$ cat src/hw/rtl/arh_pkg.sv
package arh_pkg;

    localparam int VALUE_W      = 32;
    localparam int CFG_W        = 7;
    localparam int BIN_OUT_W    = 6;
    localparam int TOTAL_OUT_W  = 11;
    localparam int DEF_MAX_VALUES = 1024;
    localparam int DEF_MAX_BINS   = 64;
    localparam int QB_BITS      = 32;
    localparam int STEP_W       = 6;

    localparam logic [CFG_W-1:0] BINS_RESET = 7'd16;

    localparam logic STATUS_BINS      = 1'b0;
    localparam logic STATUS_IDENTICAL = 1'b1;

    typedef struct packed {
        logic signed [VALUE_W-1:0] sample;
        logic                      final_sample;
    } item_t;

    typedef struct packed {
        logic                        status;
        logic [BIN_OUT_W-1:0]        bin_number;
        logic signed [VALUE_W-1:0]   bin_low_edge;
        logic signed [VALUE_W-1:0]   bin_high_edge;
        logic [TOTAL_OUT_W-1:0]      bin_total;
        logic [TOTAL_OUT_W-1:0]      largest_total;
        logic                        dropped;
        logic                        final_result;
    } result_t;

endpackage

$ cat src/hw/rtl/arh_divider.sv
// Restoring divider, one quotient bit per cycle; caller bounds the quotient to qbits.
module arh_divider #(
    parameter int DW = 38
) (
    input  logic                      clk,
    input  logic                      rst_n,
    input  logic                      start,
    input  logic [DW-1:0]             num,
    input  logic [arh_pkg::VALUE_W-1:0] den,
    input  logic [arh_pkg::STEP_W-1:0]  qbits,
    output logic                      done,
    output logic [arh_pkg::QB_BITS-1:0] quotient,
    output logic [DW-1:0]             remainder
);
    import arh_pkg::*;

    logic [DW-1:0]      rem_reg, rem_next;
    logic [DW-1:0]      sd_reg, sd_next;
    logic [QB_BITS-1:0] quo_reg, quo_next;
    logic [STEP_W-1:0]  steps_reg, steps_next;
    logic               run_reg, run_next;
    logic               done_reg, done_next;

    always_comb
    begin
        rem_next   = rem_reg;
        sd_next    = sd_reg;
        quo_next   = quo_reg;
        steps_next = steps_reg;
        run_next   = run_reg;
        done_next  = 1'b0;
        if (start)
        begin
            rem_next   = num;
            sd_next    = DW'(den) << (qbits - STEP_W'(1));
            quo_next   = '0;
            steps_next = qbits;
            run_next   = 1'b1;
        end
        else if (run_reg)
        begin
            if (rem_reg >= sd_reg)
            begin
                rem_next = rem_reg - sd_reg;
                quo_next = {quo_reg[QB_BITS-2:0], 1'b1};
            end
            else
            begin
                quo_next = {quo_reg[QB_BITS-2:0], 1'b0};
            end
            sd_next    = sd_reg >> 1;
            steps_next = steps_reg - STEP_W'(1);
            if (steps_reg == STEP_W'(1))
            begin
                run_next  = 1'b0;
                done_next = 1'b1;
            end
        end
    end

    always_ff @(posedge clk or negedge rst_n)
    begin
        if (!rst_n)
        begin
            run_reg   <= 1'b0;
            done_reg  <= 1'b0;
            steps_reg <= '0;
        end
        else
        begin
            run_reg   <= run_next;
            done_reg  <= done_next;
            steps_reg <= steps_next;
        end
    end

    always_ff @(posedge clk)
    begin
        rem_reg <= rem_next;
        sd_reg  <= sd_next;
        quo_reg <= quo_next;
    end

    assign done      = done_reg;
    assign quotient  = quo_reg;
    assign remainder = rem_reg;
endmodule

$ cat config.mk
export PLATFORM = sky130hd
export DESIGN_NAME = arh_divider
export DESIGN_NICKNAME = d
export VERILOG_FILES = /design/src/hw/rtl/arh_pkg.sv /design/src/hw/rtl/arh_divider.sv
export SDC_FILE = /design/constraint.sdc
export NUM_CORES = 1
export LEC_CHECK = 0
export BUFFER_PORTS_ARGS = -buffer_cell sky130_fd_sc_hd__buf_2
export CAP_MARGIN = 10
export CORE_MARGIN = 2
export CORE_UTILIZATION = 33
export CTS_CLUSTER_SIZE = 24
export DETAILED_ROUTE_END_ITERATION = 7
export PLACE_DENSITY = 0.53
export SLEW_MARGIN = 5
export SYNTH_ARGS = -nofsm -noshare
export SYNTH_HDL_FRONTEND = slang
export SYNTH_SLANG_ARGS = --single-unit
$ cat constraint.sdc
create_clock -name clk -period 3.8 [get_ports clk]
set_input_delay 0 -clock clk [delete_from_list [all_inputs] [get_ports clk]]
set_output_delay 0 -clock clk [all_outputs]
set_load 0.01 [all_outputs]
Yosys cells after proc, flatten, opt, wreduce, memory -nomap -nowiden
Cells that the tools add are included.
W data, S select, Z words.
Word-level totals
  register bits after elaboration: 116
  bits in latches: 0
  memory bits (writable): 0
  bits in read-only memories: 0
  bits of input ports: 79
  output and inout bits: 71
  word-level logic and storage cells: 29
  memories kept: 0
Operators by class
  $add $sub $neg: 3
  multipliers: 0
  divide/modulo/power cells: 0
  magnitude comparators: 1
  equality and inequality tests: 1
  shift operators: 1
  mux-type cells: 14
  bitwise logic cells: 0
  reductions and logical operators: 3
Operators with widths (number)
  $mux W38: 5
  $ge A38 B38 Y1: 1
  $shl A32 B6 Y38: 1
  $sub A38 B38 Y38: 1
  $mux W6: 2
  $sub A6 B1 Y6 const B: 2
  $mux W1: 7
  $eq A6 B1 Y1 const B: 1
  $reduce_bool A2 Y1: 2
  $reduce_and A2 Y1: 1

Logic depth before layout (Yosys ltp)
  depth after elaboration: 4
  mapped depth: 13
  depth with buffers taken out: 11

Worst setup path before layout
No wires, ideal clock.
  kind: register to register
  start: register rem_reg[2], in the netlist remainder[2]
  end: register rem_reg[0], in the netlist remainder[0] (enable)
  setup time: 518 ps
  arrival: 2962 ps
  required time: 3282 ps
  setup slack: 320 ps
  cell stages (with the launch flop): 10
  buffers on the path: 0
  period minus slack after synthesis: 3480 ps
  path through: edfxtp_1 ha_1 nor2b_1 o31a_1 o31ai_1 a21oi_1 a31oi_1 o21ai_1 a22oi_1 nand2_1
On the way
  longest elaborated chain between the ends: 3
Ends and longest elaborated chain
  start, declared: line arh_divider.sv:17  | logic [DW-1:0] rem_reg, rem_next;
  start signal, assigned: line arh_divider.sv:79  | rem_reg <= rem_next;
  $ge A38 B38 Y1: line arh_divider.sv:42  | if (rem_reg >= sd_reg)
  $reduce_bool A2 Y1 (no line)
  $reduce_and A2 Y1 (no line)
No other way between the ends.
A chain may end at the register's enable or synchronous reset.

Worst setup path after layout
  start: register rem_reg[0], in the netlist remainder[0]
  end: register rem_reg[1], in the netlist remainder[1] (enable)
Same word-level chain as after synthesis.

==> results.sh <==
export IMPL_grt_max_degree=55
export IMPL_irDropWorstVdd_mv=0.339
export IMPL_p_leak_nw=4.83
export IMPL_cts_made_buffers=17
export IMPL_synthMuxAreaShare=0.130
export IMPL_worstSkewPairLatency_ns=0.41
export IMPL_ys_seq_elements=116
export IMPL_clk_path_buf_depth=2
export IMPL_syn_inst=976
export IMPL_syn_area_mm2=0.00864
export IMPL_post_route_period_util=0.850
export IMPL_cp_end_kind="flip-flop"
export IMPL_critPathKind="flip-flop to flip-flop"
export IMPL_initial_core_util=0.334
export IMPL_dr_pass1_iters=5
export IMPL_synth_async_reset_ratio=0.0690
export IMPL_synth_xor_area_frac=0.0434
export IMPL_core_area_mm2=0.0259
export IMPL_cp_data_arrival_time_ns=3.33
export IMPL_ant_nets=0
export IMPL_cts_max_level=4
export IMPL_dp_hpwl_um=19400
export IMPL_port_buffers=149
export IMPL_p_switching_w=0.00329
export IMPL_fin_skew_ns=0.0132
export IMPL_synth_top_family_by_area="compound AO/OA/AOI/OAI gates"
export IMPL_grt_pass1_wl_um=40400
export IMPL_routed_via_density=5.26
export IMPL_setup_tns_ns=0
export IMPL_post_cts_setup_buffers=0
export IMPL_drt_iter0_markers=522
export IMPL_pin_count=150
export IMPL_p_clk_frac=0.217
export IMPL_synth_nets=1097
export IMPL_maxSlewViolCount=0
export IMPL_critPathMaxFanout=33
export IMPL_antennaDiodeCount=0
export IMPL_power_density_mw_per_mm2=721
export IMPL_worst_slew_pin_slew_ns=0.854
export IMPL_finalNetCount=1267
export IMPL_cts_hold_buffers=44
export IMPL_start_kind="flip-flop"
export IMPL_grt_pass1_vias=7464
export IMPL_place_congestion=0.883
export IMPL_cts_tree="done"
export IMPL_grt_setup_unrepaired="false"
export IMPL_wl_um=25600
export IMPL_gr_total_overflow=0
export IMPL_ys_flop_type="edfxtp_1"
export IMPL_period_needed_ns=3.23
export IMPL_p_sw_frac=0.420
export IMPL_combinationalPowerShare=0.531
export IMPL_clkSinkCount=116
export IMPL_grt_usage=0.183
export IMPL_internal_power_w=0.00454
export IMPL_die_h_um=166
export IMPL_final_area_mm2=0.0108
export IMPL_pwr_share_seq=0.252
export IMPL_wire_per_inst_um=17.1
export IMPL_cts_resized=0
export IMPL_die_area_mm2=0.0275
export IMPL_seq_area_frac_synth=0.361
export IMPL_synth_compound_area_share=0.189
export IMPL_ctsRootBufferMaster="clkbuf_16"
export IMPL_relSlewSlack=0.430
export IMPL_hold_viol_final=0
export IMPL_clk_pin_slew_ns=0.05
export IMPL_yosysWarningCount=0
export IMPL_syn_avg_cell_area_um2=8.86
export IMPL_remaining_drc_errors=0
export IMPL_synth_edf_count=76
export IMPL_status="completed"
export IMPL_fmax_mhz=309
export IMPL_num_vias=7860
export IMPL_yosys_area_share_simple=0.162
export IMPL_hold_path_class="input port to flip-flop"
export IMPL_critPathRequiredTime_ns=3.89
export IMPL_drive_gt1_frac=0.211
export IMPL_row_count=59
export IMPL_antenna_found_initial=0
export IMPL_synth_distinct_cells=70
export IMPL_setup_violations_final=0
export IMPL_post_dp_cell_area_mm2=0.00977
export IMPL_area_growth_pct=25.5
export IMPL_maxCapViolCount=0
export IMPL_synth_adder_area_share=0.0617
export IMPL_die_w_um=166
layout by cell type, fill, tap and decap left out, drive strengths merged, types with 5 or more instances in the layout:
cell type    netlist  layout
ha                41      41
a211oi            10      10
o22ai             25      25
xor2              18      18
a21oi             55      55
dlygate4sd3        0      44
or4                6       6
nand3             26      26
nor3              12      12
dfxtp             32      32
clkbuf            42      24
mux4              15      15
dfrtp              8       8
and3               7       7
inv               50      53
nand2            139     139
o21a              11      11
nor2              74      74
buf               22     171
o21ai             78      78
xnor2             24      24
mux2i             73      73
a31oi             15      15
o211ai             9       9
mux2               5       5
nor2b              6       6
edfxtp            76      76
a21o              19      19
o221ai            11      11
nand4             17      17
area by class of cell:
cell class | instances | area [um2]
Clock buffer | 24 | 557
Clock inverter | 8 | 80.1
Fill cell | 2670 | 15100
Inverter | 50 | 188
Multi-Input combinational cell | 746 | 5100
Sequential cell | 116 | 3120
Tap cell | 335 | 419
Timing Repair Buffer | 215 | 1380
cell families (layout without fill, tap and decap cells):
family	after synthesis	in the layout
simple gates	309	309
flops	116	116
fa+ha+maj	42	42
xor+xnor	42	42
compound gates	260	260
buf+inv	114	297
mux	93	93
cells in the mapped netlist (all sizes together), types with 22 or more instances:
master / n / area, um2
buf: 22 / 105
a21oi: 55 / 275
nand2: 139 / 524
o21ai: 78 / 394
nor2: 74 / 278
xnor2: 24 / 210
o22ai: 25 / 156
mux2i: 73 / 731
inv: 50 / 188
ha: 41 / 513
clkbuf: 42 / 158
nand3: 26 / 135
edfxtp: 76 / 2280
dfxtp: 32 / 641
layer usage:
layer | global-route usage | vias up | share of wire
li1 | - | 3934 | -
met1 | 0.266 | 3645 | 0.50
met2 | 0.279 | 249 | 0.43
met3 | 0.0281 | 32 | 0.049
met4 | 0.0578 | 0 | 0.019
met5 | 0 | - | 0
stage by stage:
stage	hold slack [ns]	power (W)	util	setup slack (ns)	instances
3_3_place_gp	-0.145	0.00609	0.377	0.674	1418
6_report	0.125	0.00782	0.419	0.568	1494
2_1_floorplan	-0.296	0.00488	-	0.320	976
3_5_place_dp	-0.141	0.00608	0.377	0.588	1418
4_1_cts	0.0708	0.00785	0.419	0.580	1494
5_1_grt	0.0976	0.00840	0.419	0.331	1494
worst paths after layout:
check                             startpoint       endpoint  slack, ns  cells after the start
worst max register to register  remainder[0]   remainder[1]       0.57                     12
worst min-delay path                 num[28]  remainder[28]       0.13                      3
worst min register to register  quotient[31]   quotient[31]       0.49                      2
worst max-delay path            remainder[0]   remainder[1]       0.57                     12
min in group asynchronous              rst_n   steps_reg[3]       0.57                      3
max in group asynchronous              rst_n        run_reg       2.93                      3
critical path: stages (launching register included):
cell      delay [ns]
edfxtp_1        0.35
inv_1           0.05
ha_1            0.22
fa_1            0.41
nor2b_1         0.15
o31a_1          0.17
o31ai_1         0.09
a21oi_1         0.21
a31oi_1         0.18
o21ai_1         0.32
a22oi_1         0.16
nand2_1         0.31
buf_12          0.26
power groups by stage:
stage | registers, W | logic (W) | clock network [W]
3_3_place_gp | 0.00199 | 0.00410 | 0
6_report | 0.00197 | 0.00416 | 0.00169
5_1_grt | 0.00202 | 0.00460 | 0.00178
4_1_cts | 0.00198 | 0.00414 | 0.00173
3_5_place_dp | 0.00200 | 0.00408 | 0
2_1_floorplan | 0.00206 | 0.00282 | 0
(Power assumes the default switching activity.)
